$ cat src/hw/rtl/crla_pkg.sv
// Shared constants, types and codes of the color region labeler.
`timescale 1ns / 1ps
package crla_pkg;

  localparam int MAX_SEGMENTS  = 256;
  localparam int ID_W          = $clog2(MAX_SEGMENTS);
  localparam int USED_W        = ID_W + 1;
  localparam int MAX_ROW_WIDTH = 1024;
  localparam int COL_W         = $clog2(MAX_ROW_WIDTH);
  localparam int CFG_W         = 11;
  localparam int COUNT_BITS    = 24;
  localparam int WIDTH_RESET   = 640;

  typedef enum logic [1:0] {
    ACT_PIXEL = 2'd0,
    ACT_COUNT = 2'd1,
    ACT_ADJ   = 2'd2,
    ACT_CLEAR = 2'd3
  } action_e;

  typedef enum logic [1:0] {
    PAIR_LEFT_AB = 2'd0,
    PAIR_LEFT_BA = 2'd1,
    PAIR_UP_AB   = 2'd2,
    PAIR_UP_BA   = 2'd3
  } pair_op_e;

  typedef enum logic [3:0] {
    ST_CLEAR,
    ST_IDLE,
    ST_RD,
    ST_CMP,
    ST_SZRD,
    ST_SZWR,
    ST_ADRD,
    ST_ADWR,
    ST_QCNT,
    ST_QADJ,
    ST_DONE
  } state_e;

  typedef struct packed {
    logic             latch;
    logic             clear_frame;
    logic             clr_wr;
    logic [COL_W-1:0] clr_addr;
    logic [ID_W-1:0]  srch_addr;
    logic             color_rd;
    logic             found;
    logic             new_seg;
    logic             ovf;
    logic             sz_rd;
    logic             sz_wr;
    logic             adj_rd;
    logic             adj_wr;
    pair_op_e         adj_op;
    logic             done;
  } cmd_t;

  typedef struct packed {
    logic              match;
    logic              full;
    logic              left_vld;
    logic              up_vld;
    logic [USED_W-1:0] used;
  } status_t;

endpackage

$ cat src/hw/rtl/crla_ctrl.sv
// Controller state machine of the color region labeler.
`timescale 1ns / 1ps
module crla_ctrl (
  input  logic                clk_i,
  input  logic                rst_ni,
  input  logic                start_i,
  input  crla_pkg::action_e   action_i,
  input  crla_pkg::status_t   status_i,
  output crla_pkg::cmd_t      cmd_o,
  output logic                busy_o
);

  crla_pkg::state_e                state_q, state_d;
  logic [crla_pkg::COL_W-1:0]      clr_cnt_q, clr_cnt_d;
  logic [crla_pkg::USED_W-1:0]     k_q, k_d;
  crla_pkg::pair_op_e              op_q, op_d;
  logic                            clr_act_q, clr_act_d;
  logic                            op_en;

  always_ff @(posedge clk_i or negedge rst_ni) begin
    if (!rst_ni) begin
      state_q   <= crla_pkg::ST_CLEAR;
      clr_cnt_q <= '0;
      k_q       <= '0;
      op_q      <= crla_pkg::PAIR_LEFT_AB;
      clr_act_q <= 1'b0;
    end else begin
      state_q   <= state_d;
      clr_cnt_q <= clr_cnt_d;
      k_q       <= k_d;
      op_q      <= op_d;
      clr_act_q <= clr_act_d;
    end
  end

  assign op_en = (op_q == crla_pkg::PAIR_UP_AB || op_q == crla_pkg::PAIR_UP_BA) ?
                 status_i.up_vld : status_i.left_vld;

  always_comb begin
    state_d   = state_q;
    clr_cnt_d = clr_cnt_q;
    k_d       = k_q;
    op_d      = op_q;
    clr_act_d = clr_act_q;
    cmd_o     = '0;
    cmd_o.clr_addr  = clr_cnt_q;
    cmd_o.srch_addr = k_q[crla_pkg::ID_W-1:0];
    cmd_o.adj_op    = op_q;
    busy_o    = 1'b1;
    case (state_q)
      crla_pkg::ST_CLEAR: begin
        cmd_o.clr_wr = 1'b1;
        clr_cnt_d    = clr_cnt_q + 1'b1;
        if (clr_cnt_q == crla_pkg::COL_W'(crla_pkg::MAX_ROW_WIDTH - 1)) begin
          cmd_o.done = clr_act_q;
          clr_act_d  = 1'b0;
          state_d    = crla_pkg::ST_IDLE;
        end
      end
      crla_pkg::ST_IDLE: begin
        busy_o = 1'b0;
        if (start_i) begin
          cmd_o.latch = 1'b1;
          case (action_i)
            crla_pkg::ACT_PIXEL: begin
              k_d     = '0;
              state_d = crla_pkg::ST_RD;
            end
            crla_pkg::ACT_COUNT: state_d = crla_pkg::ST_QCNT;
            crla_pkg::ACT_ADJ:   state_d = crla_pkg::ST_QADJ;
            default: begin
              cmd_o.clear_frame = 1'b1;
              clr_cnt_d         = '0;
              clr_act_d         = 1'b1;
              state_d           = crla_pkg::ST_CLEAR;
            end
          endcase
        end
      end
      crla_pkg::ST_RD: begin
        if (k_q < status_i.used) begin
          cmd_o.color_rd = 1'b1;
          state_d        = crla_pkg::ST_CMP;
        end else if (status_i.full) begin
          cmd_o.ovf = 1'b1;
          state_d   = crla_pkg::ST_DONE;
        end else begin
          cmd_o.new_seg = 1'b1;
          state_d       = crla_pkg::ST_SZRD;
        end
      end
      crla_pkg::ST_CMP: begin
        if (status_i.match) begin
          cmd_o.found = 1'b1;
          state_d     = crla_pkg::ST_SZRD;
        end else begin
          k_d     = k_q + 1'b1;
          state_d = crla_pkg::ST_RD;
        end
      end
      crla_pkg::ST_SZRD: begin
        cmd_o.sz_rd = 1'b1;
        state_d     = crla_pkg::ST_SZWR;
      end
      crla_pkg::ST_SZWR: begin
        cmd_o.sz_wr = 1'b1;
        op_d        = crla_pkg::PAIR_LEFT_AB;
        state_d     = crla_pkg::ST_ADRD;
      end
      crla_pkg::ST_ADRD: begin
        if (op_en) begin
          cmd_o.adj_rd = 1'b1;
          state_d      = crla_pkg::ST_ADWR;
        end else if (op_q == crla_pkg::PAIR_UP_BA) begin
          state_d = crla_pkg::ST_DONE;
        end else begin
          op_d = crla_pkg::pair_op_e'(op_q + 2'd1);
        end
      end
      crla_pkg::ST_ADWR: begin
        cmd_o.adj_wr = 1'b1;
        if (op_q == crla_pkg::PAIR_UP_BA) begin
          state_d = crla_pkg::ST_DONE;
        end else begin
          op_d    = crla_pkg::pair_op_e'(op_q + 2'd1);
          state_d = crla_pkg::ST_ADRD;
        end
      end
      crla_pkg::ST_QCNT: begin
        cmd_o.sz_rd = 1'b1;
        state_d     = crla_pkg::ST_DONE;
      end
      crla_pkg::ST_QADJ: begin
        cmd_o.adj_rd = 1'b1;
        state_d      = crla_pkg::ST_DONE;
      end
      crla_pkg::ST_DONE: begin
        cmd_o.done = 1'b1;
        state_d    = crla_pkg::ST_IDLE;
      end
      default: state_d = crla_pkg::ST_IDLE;
    endcase
  end

endmodule

$ cat config.mk
export PLATFORM = sky130hd
export DESIGN_NAME = crla_ctrl
export DESIGN_NICKNAME = d
export VERILOG_FILES = /design/src/hw/rtl/crla_pkg.sv /design/src/hw/rtl/crla_ctrl.sv
export SDC_FILE = /design/constraint.sdc
export NUM_CORES = 1
export LEC_CHECK = 0
export BUFFER_PORTS_ARGS = -buffer_cell sky130_fd_sc_hd__buf_4
export CORE_AREA = 2 2 62 64
export CTS_CLUSTER_SIZE = 28
export DETAILED_ROUTE_END_ITERATION = 10
export DIE_AREA = 0 0 64 66
export PLACE_DENSITY = 0.84
export SLEW_MARGIN = 40
export SYNTH_ARGS = -nofsm -noshare
export SYNTH_HDL_FRONTEND = slang
export SYNTH_SLANG_ARGS = --single-unit
$ cat constraint.sdc
create_clock -name clk_i -period 3.1 [get_ports clk_i]
set_input_delay 0.31 -clock clk_i [delete_from_list [all_inputs] [get_ports clk_i]]
set_output_delay 0.31 -clock clk_i [all_outputs]
set_load 0.005 [all_outputs]
==> results of run 1 <==
## power by group
part / leakage [nW] / internal, W / switching (W)
logic: 0.781 / 0.000435 / 0.000392
registers: 0.339 / 0.000448 / 0.000226
clock network: 0.0279 / 0.000131 / 0.000104
total: 1.15 / 0.00101 / 0.000722
## tightest hold or removal path, delay by kind of cell
family	cells	cell delay, ns
and+or+nand+nor	1	0.07
buffers and inverters	1	0.12
AOI/OAI and AO/OA	1	0.08
## synthesized netlist by cell type, types with 5 or more instances
cell	number	area [sq um]
dfrtp_1	26	651
inv_1	19	71.3
nand2_1	19	71.3
nor2_1	18	67.6
ha_1	16	200
o21ai_0	16	80.1
a21oi_1	13	65.1
nand3_1	11	55.1
buf_4	9	67.6
nand2b_1	6	37.5
and2_1	5	31.3
and3_1	5	31.3
nand4_1	5	31.3
nor3_1	5	25.0
o31ai_1	5	37.5
## cells in the final DEF (no fill, tap or decap), drive strengths merged, types with 2 or more instances in the layout
master and count:
a22o 2, nor4b 2, o31ai 5, buf 50
o21ai 16, a211oi 3, o22ai 2, a32oi 2
ha 16, xnor2 4, a221oi 2, nand3 11
nor2b 3, or4 2, nand2 20, clkbuf 3
nor2 18, nand2b 6, mux2 3, dfrtp 26
nor4 4, a31oi 2, and3 5, and2 5
nand4 5, nor3 5, or3 2, a21o 2
xor2 2, a21oi 13, inv 19
## area by class of cell
cell class | count | share of cell area (%)
clock buffer | 3 | 0.943
clock inverter | 1 | 1.26
inverter | 19 | 2.99
multi-input combinational | 174 | 48.9
sequential | 26 | 27.3
tap | 48 | 2.52
timing repair buffer | 51 | 16.1
## cells by family (layout without fill, tap and decap cells)
| group | Yosys count | count (layout) | share of synthesized area [%] |
|---|---|---|---|
| compound gates | 57 | 57 | 18.5 |
| fa+ha+maj | 16 | 16 | 10.1 |
| simple gates | 92 | 92 | 25.8 |
| flops | 26 | 26 | 32.9 |
| xor+xnor | 6 | 6 | 2.66 |
| buf+inv | 33 | 74 | 8.04 |
| mux | 3 | 3 | 1.90 |
## path summary, 6_finish.rpt
check	to	slack, ns	cells after the start
hold reg to reg	clr_act_q	0.57	2
setup reg to reg	clr_cnt_q[7]	1.03	4
min in group asynchronous	k_q[6]	0.41	2
hold / removal	state_q[3]	0.28	3
max in group asynchronous	clr_cnt_q[9]	2.42	2
setup / recovery	cmd_o[10]	0.63	5
## repair_timing
item	CTS	global route
setup endpoints to repair	0	0
hold buffers	1	0
resized for setup	0	0
endpoints found under the hold margin	26	0
## state kept, by name (all words and copies together), names as in the netlist
name / count
op_q: 2
clr_cnt_q: 10
k_q: 9
clr_act_q: 1
state_q: 4
## metrics by stage
stage | power [W] | utilization, % | instance area [sq um] | instances | hold WS (ns)
CTS | 0.00174 | 67.2 | 2390 | 322 | 0.276
global route | 0.00188 | 67.2 | 2390 | 322 | 0.284
detailed placement | 0.00150 | 65.5 | 2320 | 317 | 0.245
global placement | 0.00148 | 65.5 | 2320 | 317 | 0.241
floorplan | 0.00120 | - | 1980 | 233 | 0.0144
finish | 0.00174 | 67.2 | 2390 | 322 | 0.281
## per-layer routing
metal	GRT usage, %	vias to the layer above	wire (um)
met2	37.9	47	2160
met4	3.80	0	27
met5	0	-	0
met3	1.70	4	200
li1	-	919	-
met1	28.9	854	1970
==> impl_metrics.ini, run 1 <==
[floorplanning]
core_sq_um = 3550
die_w_um = 64
dieArea_sq_um = 4220
die_h_um = 66
initial_utilization_pct = 55.7
num_rows = 22
ios = 51

[layout]
syn2layout_area_growth_pct = 20.8
nets = 309
drive_above_1_share_pct = 23.4
multi_input_area_sq_um = 1170
n_antenna_cell = 0
filler_cell_count = 306
seq_area_sq_um = 651

[sta]
relSlewSlack_pct = 59.6
fmax_mhz = 404
finalSetupViolCount = 0
rsz0062_at_grt = no
setup_tns_ns = 0
drv_slew = 0
min_period_over_period_pct = 79.8
hold_viol_final = 0
skew_ns = 0.00737
worst_slack_ns = 0.627
period_minus_slack_ns = 2.47
tightest_slew_ns = 0.606

[yosys]
ys_seq_area_share_pct = 32.9
yosys_most_used_dff = dfrtp_1
syn_avg_cell_area_sq_um = 8.48
synthesis.instances = 233
synth_seq_cells = 26
synth_edf_count = 0
syn-num-nets = 267
yosysWarnings = 0
netlist_area_sq_um = 1980
synthArstFlopShare_pct = 100
synth_cell_types = 48

[detailed_routing]
drt-pass1-iter-count = 4
wl_um = 4360
drc = 0
drtIter0Drc = 104
vias = 1824
drt-wirelength-per-cell_um = 13.5
final_antenna_net_count = 0
vias_per_cell = 5.66

[critical_path]
crit_arrival_ns = 2.16
cpLargestDelayFamily = flip-flops
cp.required_ns = 2.79
critical_path_class = flip-flop to output port
crit_start = state_q[1]
timing.rr.start = state_q[1]
critPathCaptureType = output port
crit_path_cell_trace = nor4b_1 > o211ai_1 > a21o_1 > inv_1 > buf_4
start_kind = flip-flop
crit_fanout = 21
critPathMaxStageDelay_ns = 0.76
slowest_stage = dfrtp_1
cp_num_buf_inv = 2

[hold_path]
worstHoldStart = status_i[11]
hold_class = input pin to flip-flop

[power_and_ir_drop]
powerDensity_nw_per_um2 = 727
ir_worst_vdd_mv = 0.408
leakagePower_nw = 1.15

[clock_network]
clk_latency_ns = 0.32
cts_setup_buffers = 0
clock-sinks = 26
htreeDepth = 1
cts_root_buf = clkbuf_4
cts_tree = done
clkTransAtPathRegs_ns = 0.15
cts_made_buffers = 3
cts_buffer_depth = 2

[placement]
post-place-ws_ns = 1.03
port_buffers = 50
routabilityCongestion = 0.856
place_hpwl_um = 3310

[global_routing]
grt_pass1_vias = 1718
grt_pass1_wl_um = 7390
antenna_found_initial = 0
grt_overflow = 0
grt_max_degree = 27
track_usage_pct = 21.4

[run_status]
status = complete, no violations

[run]
cap_violations = 0
Note: power is estimated with default switching activity, not from simulation.
==> run 2: changes to the inputs <==
--- a/config.mk
+++ b/config.mk
@@ -5,12 +5,13 @@
 export SDC_FILE = /design/constraint.sdc
 export NUM_CORES = 1
 export LEC_CHECK = 0
+export ABC_AREA = 1
 export BUFFER_PORTS_ARGS = -buffer_cell sky130_fd_sc_hd__buf_4
-export CORE_AREA = 2 2 62 64
+export CORE_AREA = 2 2 71 73
 export CTS_CLUSTER_SIZE = 28
 export DETAILED_ROUTE_END_ITERATION = 10
-export DIE_AREA = 0 0 64 66
-export PLACE_DENSITY = 0.84
+export DIE_AREA = 0 0 73 75
+export PLACE_DENSITY = 0.74
 export SLEW_MARGIN = 40
 export SYNTH_ARGS = -nofsm -noshare
 export SYNTH_HDL_FRONTEND = slang
==> constraint.sdc (replaced) <==
create_clock -name clk_i -period 2.14 [get_ports clk_i]
set_input_delay 0.214 -clock clk_i [delete_from_list [all_inputs] [get_ports clk_i]]
set_output_delay 0.214 -clock clk_i [all_outputs]
set_load 0.005 [all_outputs]
==> run 2 against run 1 <==
Effect of this change: clock power increased by 78%; core utilization decreased by 10 points; clock-buffer cell count unchanged; final area increased by 11%; synthesized area increased by 12%; register-to-register slack got worse by 0.48 ns; combinational power increased by 78%; sequential cell count unchanged; synthesized cell count increased by 36%; power increased by 60%; critical endpoint is now cmd_o[8]; largest cell class unchanged; largest power group unchanged.
==> impl_metrics.ini, run 2 <==
[yosys]
syn_avg_cell_area_sq_um = 6.98
synth_top_area_share_pct = 29.5
yosysWarnings = 0
synth.most_common_cell = nand2_1
yosys_most_used_dff = dfrtp_1
synth_seq_cells = 26
synthArstFlopShare_pct = 100
synthesis.instances = 316
netlist_area_sq_um = 2210
synth_area_leaders = dfrtp_1, nand2_1, inv_1, ha_1, nand3_1
synthTopCellsByCount = nand2_1, inv_1, nor2_1
syn-num-nets = 350
ys_seq_area_share_pct = 29.5
synth_area_leader_cell = dfrtp_1
synth_cell_types = 30
synth_edf_count = 0

[run_status]
status = complete, no violations

[clock_network]
cts_tree = done
clk_latency_ns = 0.27
clkTransAtPathRegs_ns = 0.10
cts_resized = 0
cts_root_buf = clkbuf_8
cts_made_buffers = 3
htreeDepth = 1
clock-sinks = 26
cts_setup_buffers = 0
cts_buffer_depth = 2

[critical_path]
critPathCaptureType = output port
start_kind = flip-flop
crit_arrival_ns = 1.77
crit_fanout = 6
critical_path_class = flip-flop to output port
cp.required_ns = 1.93

[layout]
syn2layout_area_growth_pct = 20.0
nets = 396
drive_above_1_share_pct = 21.9
largest_reg_flops = 10
top_regs = clr_cnt_q: 10 flops, k_q: 9 flops, state_q: 4 flops
finalInstanceArea_sq_um = 2650
layout.cells.non_filler = 415
n_antenna_cell = 0
regMostFlops = clr_cnt_q
filler_cell_count = 436
final_cell_mix = nand2_1, inv_1, buf_4
final_common_cell = nand2_1

[detailed_routing]
vias = 2066
drc = 0
wl_um = 4890
drt-pass1-iter-count = 4
vias_per_cell = 4.98
final_antenna_net_count = 0
drtIter0Drc = 141
drt-wirelength-per-cell_um = 11.8

[floorplanning]
num_rows = 25
die_w_um = 73
die_h_um = 75
ios = 51
core_sq_um = 4660
dieArea_sq_um = 5480
initial_utilization_pct = 47.4

[sta]
drv_slew = 0
tightest_slew_ns = 0.350
relSlewSlack_pct = 76.7
finalSetupViolCount = 0
period_minus_slack_ns = 1.98
hold_viol_final = 0
rsz0062_at_grt = no
fmax_mhz = 504
setup_tns_ns = 0
min_period_over_period_pct = 92.7
skew_ns = 0.00109

[global_routing]
antenna_found_initial = 0
grtUsageMet1_pct = 26.2
grtUsageMet3_pct = 2.41
grt_max_degree = 27
grtUsageMet2_pct = 33.1
grt-busiest-layer = met2
track_usage_pct = 19.6
grt_pass1_vias = 1941
grt_pass1_wl_um = 8490
grt_overflow = 0

[placement]
port_buffers = 50
place_hpwl_um = 3830
place_area_sq_um = 2570
dp_cells = 410
routabilityCongestion = 0.869

[power_and_ir_drop]
ir_worst_vdd_mv = 0.595
powerDensity_nw_per_um2 = 1050
leakagePower_nw = 1.49

[hold_path]
hold_class = input pin to flip-flop

[run]
cap_violations = 0
[run 2: changes by cell type after synthesis, moves of 6 or more]
cell      previous run  this run
a21oi_1             13         7
inv_1               19        54
nand2_1             19        84
nand2b_1             6         0
nand3_1             11        24
nor2_1              18        31
[run 2: cell type report]
type / count / area, sq um / area share (%)
clock inverter: 1 / 30.0 / 1.13
inverter: 57 / 221 / 8.36
tap: 54 / 67.6 / 2.55
clock buffer: 3 / 41.3 / 1.56
sequential: 26 / 651 / 24.6
timing repair buffer: 51 / 385 / 14.5
multi-input combinational: 223 / 1250 / 47.3
[run 2: cell families after synthesis]
group	synth area share (%)
and+or+nand+nor	35.0
buffers and inverters	13.8
AOI/OAI and AO/OA	10.7
DFF	29.5
adders and majority gates	9.07
xor gates and xnor gates	1.98
[run 2: critical path, cell delays in order (launching register included)]
cell	delay (ns)
dfrtp_1	0.45
ha_1	0.31
nand2_1	0.08
inv_1	0.04
a21oi_1	0.19
nand3_1	0.14
nand3_1	0.11
inv_1	0.05
buf_4	0.12
[run 2: what timing repair did]
action,in CTS,in global routing
endpoints found under the setup margin,0,0
endpoints found under the hold margin,26,0
hold buffers,1,0
[run 2: final timing paths]
kind | from | to | slack, ns | depth (start not counted)
setup / recovery | k_q[7] | cmd_o[8] | 0.16 | 8
hold / removal | status_i[11] | state_q[2] | 0.24 | 4
setup reg to reg | op_q[0] | state_q[1] | 0.55 | 10
hold reg to reg | clr_act_q | clr_act_q | 0.51 | 2
max in group asynchronous | rst_ni | op_q[1] | 1.50 | 2
min in group asynchronous | rst_ni | clr_cnt_q[5] | 0.38 | 2
[run 2: metrics by stage]
| step | hold slack, ns | util, % | setup WS (ns) | total power (W) |
|---|---|---|---|---|
| after floorplan | -0.0816 | - | 0.727 | 0.00191 |
| after global placement | 0.150 | 55.1 | 0.498 | 0.00234 |
| after detailed placement | 0.154 | 55.1 | 0.491 | 0.00237 |
| after CTS | 0.242 | 56.8 | 0.171 | 0.00279 |
| after global routing | 0.269 | 56.8 | 0.0171 | 0.00306 |
| final | 0.241 | 56.8 | 0.157 | 0.00277 |
[run 2: where the power goes]
part	leakage (nW)	total [W]	switching, W	internal [W]
logic	1.11	0.00147	0.000849	0.000617
registers	0.347	0.000890	0.000236	0.000654
clock network	0.0357	0.000419	0.000169	0.000251
[run 2: metal layers]
metal | part of all wire (%) | routed length, um | up-vias
li1 | - | - | 1074
met1 | 47 | 2300 | 948
met2 | 48 | 2350 | 37
met3 | 3.4 | 166 | 7
met4 | 1.4 | 70 | 0
met5 | 0 | 0 | -
==> run 3: changes to the inputs <==
--- a/config.mk
+++ b/config.mk
@@ -7,11 +7,13 @@
 export LEC_CHECK = 0
 export ABC_AREA = 1
 export BUFFER_PORTS_ARGS = -buffer_cell sky130_fd_sc_hd__buf_4
-export CORE_AREA = 2 2 71 73
+export CELL_PAD_IN_SITES_DETAIL_PLACEMENT = 0
+export CELL_PAD_IN_SITES_GLOBAL_PLACEMENT = 2
+export CORE_AREA = 2 2 94 96
 export CTS_CLUSTER_SIZE = 28
 export DETAILED_ROUTE_END_ITERATION = 10
-export DIE_AREA = 0 0 73 75
-export PLACE_DENSITY = 0.74
+export DIE_AREA = 0 0 96 98
+export PLACE_DENSITY_LB_ADDON = 0.1
 export SLEW_MARGIN = 40
 export SYNTH_ARGS = -nofsm -noshare
 export SYNTH_HDL_FRONTEND = slang
==> run 3 against run 2 <==
Effect of this change: hold slack better by 0.0098 ns; via count is 0.82% lower; final area is 4.8% higher; non-clock buffer count is 7 higher; register-to-register slack worse by 0.05 ns; routed wire length is 21% higher; clock-buffer cell count stayed put; critical path depth is 2 higher; first-iteration DRC count is 63% lower; fmax is 0.26% higher; combinational power is 4% higher.
==> impl_metrics.ini, run 3 (synthesis results as in run 2) <==
[global_routing]
grtUsageMet3_pct = 1.62
grt_pass1_wl_um = 9740
grt-busiest-layer = met2
grt_max_degree = 27
grtUsageMet2_pct = 20.7
grt_pass1_vias = 1939
grtUsageMet1_pct = 19.5
grt_overflow = 0
antenna_found_initial = 0
track_usage_pct = 13.3

[layout]
regMostFlops = clr_cnt_q
final_common_cell = nand2_1
syn2layout_area_growth_pct = 25.7
largest_reg_flops = 10
filler_cell_count = 951
drive_above_1_share_pct = 24.5
final_cell_mix = nand2_1, buf_4, inv_1
top_regs = clr_cnt_q: 10 flops, k_q: 9 flops, state_q: 4 flops
n_antenna_cell = 0
nets = 403

[critical_path]
crit_fanout = 8
start_kind = flip-flop
crit_arrival_ns = 1.76
slowest_stage = dfrtp_2
cp.required_ns = 1.93
cpLargestDelayFamily = simple AND/OR/NAND/NOR gates
critPathMaxStageDelay_ns = 0.48
crit_path_cell_trace = ha_1 > nand2_1 > nand2_1 > nand2_1 > nand2_1 > nand2_1 > nand3_1 > nand3_1 > inv_1 > buf_4
critPathCaptureType = output port
cp_common_cell = nand2_1
critical_path_class = flip-flop to output port
cp_num_buf_inv = 2

[power_and_ir_drop]
leakagePower_nw = 1.52
power_w = 0.00283
powerDensity_nw_per_um2 = 1020
ir_worst_vdd_mv = 0.329

[detailed_routing]
vias_per_cell = 4.30
wl_um = 5930
drtIter0Drc = 52
drt-wirelength-per-cell_um = 12.5
drt-pass1-iter-count = 4
drc = 0
final_antenna_net_count = 0
vias = 2049

[floorplanning]
num_rows = 34
initial_utilization_pct = 26.1
ios = 51
die_h_um = 98
core_sq_um = 8470
die_w_um = 96
dieArea_sq_um = 9410

[hold_path]
hold_class = input pin to flip-flop

[sta]
tightest_slew_ns = 0.362
period_minus_slack_ns = 1.98
rsz0062_at_grt = no
skew_ns = 0.00965
drv_slew = 0
fmax_mhz = 506
hold_viol_final = 0
setup_tns_ns = 0
worst_slack_ns = 0.162
min_period_over_period_pct = 92.4
finalSetupViolCount = 0
relSlewSlack_pct = 75.9

[clock_network]
htreeDepth = 1
clock-sinks = 26
cts_buffer_depth = 2
clk_latency_ns = 0.28
cts_tree = done
cts_made_buffers = 3
cts_root_buf = clkbuf_8
clkTransAtPathRegs_ns = 0.10

[placement]
place_hpwl_um = 4760
routabilityCongestion = 0.758
port_buffers = 50
post-place-ws_ns = 0.444

[run]
cap_violations = 0

[run_status]
status = complete, no violations
[run 3: path summary, 6_finish.rpt]
path | from | endpoint | slack [ns] | depth (start not counted)
max | k_q[2] | cmd_o[8] | 0.16 | 10
min | status_i[11] | state_q[2] | 0.25 | 4
max reg2reg | op_q[0] | state_q[1] | 0.50 | 10
min reg2reg | clr_act_q | clr_act_q | 0.52 | 2
max in group asynchronous | rst_ni | k_q[7] | 1.48 | 2
min in group asynchronous | rst_ni | k_q[2] | 0.38 | 2
[run 3: routing by layer]
metal | vias up | routed length [um]
met5 | - | 0
li1 | 1091 | -
met3 | 2 | 195
met2 | 34 | 2690
met1 | 922 | 3010
met4 | 0 | 36
[run 3: metrics by stage]
stage               util [%]  cell area [sq um]  hold slack [ns]  std cells
floorplan                  -               2210          -0.0816        316
global placement        31.3               2650            0.162        466
detailed placement      31.3               2650            0.159        466
CTS                     32.3               2730            0.249        471
global route            32.8               2780            0.284        476
finish                  32.8               2780            0.251        476
[run 3: power by group]
part | switching (W) | leakage (nW) | internal [W]
registers | 0.000232 | 0.342 | 0.000654
clock network | 0.000171 | 0.0357 | 0.000250
logic | 0.000896 | 1.14 | 0.000629
[run 3: tightest hold or removal path, stage by stage]
cell and delay (ns):
buf_4 0.08, inv_1 0.03, nand3_1 0.09, nand3_1 0.07
[run 3: what timing repair did]
item | CTS | global route
setup endpoints to repair | 0 | 2
hold buffers | 1 | 0
hold endpoints to repair | 26 | 0
setup buffers | 0 | 5
resized for setup | 0 | 4
[run 3: area by class of cell]
cell class | instances | area (sq um) | share of cell area (%)
clock inverters | 1 | 30.0 | 1.08
well taps | 108 | 135 | 4.87
flip-flops and latches | 26 | 654 | 23.6
repair buffers | 58 | 438 | 15.8
inverters | 57 | 221 | 7.98
multi-input cells | 223 | 1250 | 45.2
clock buffers | 3 | 41.3 | 1.49
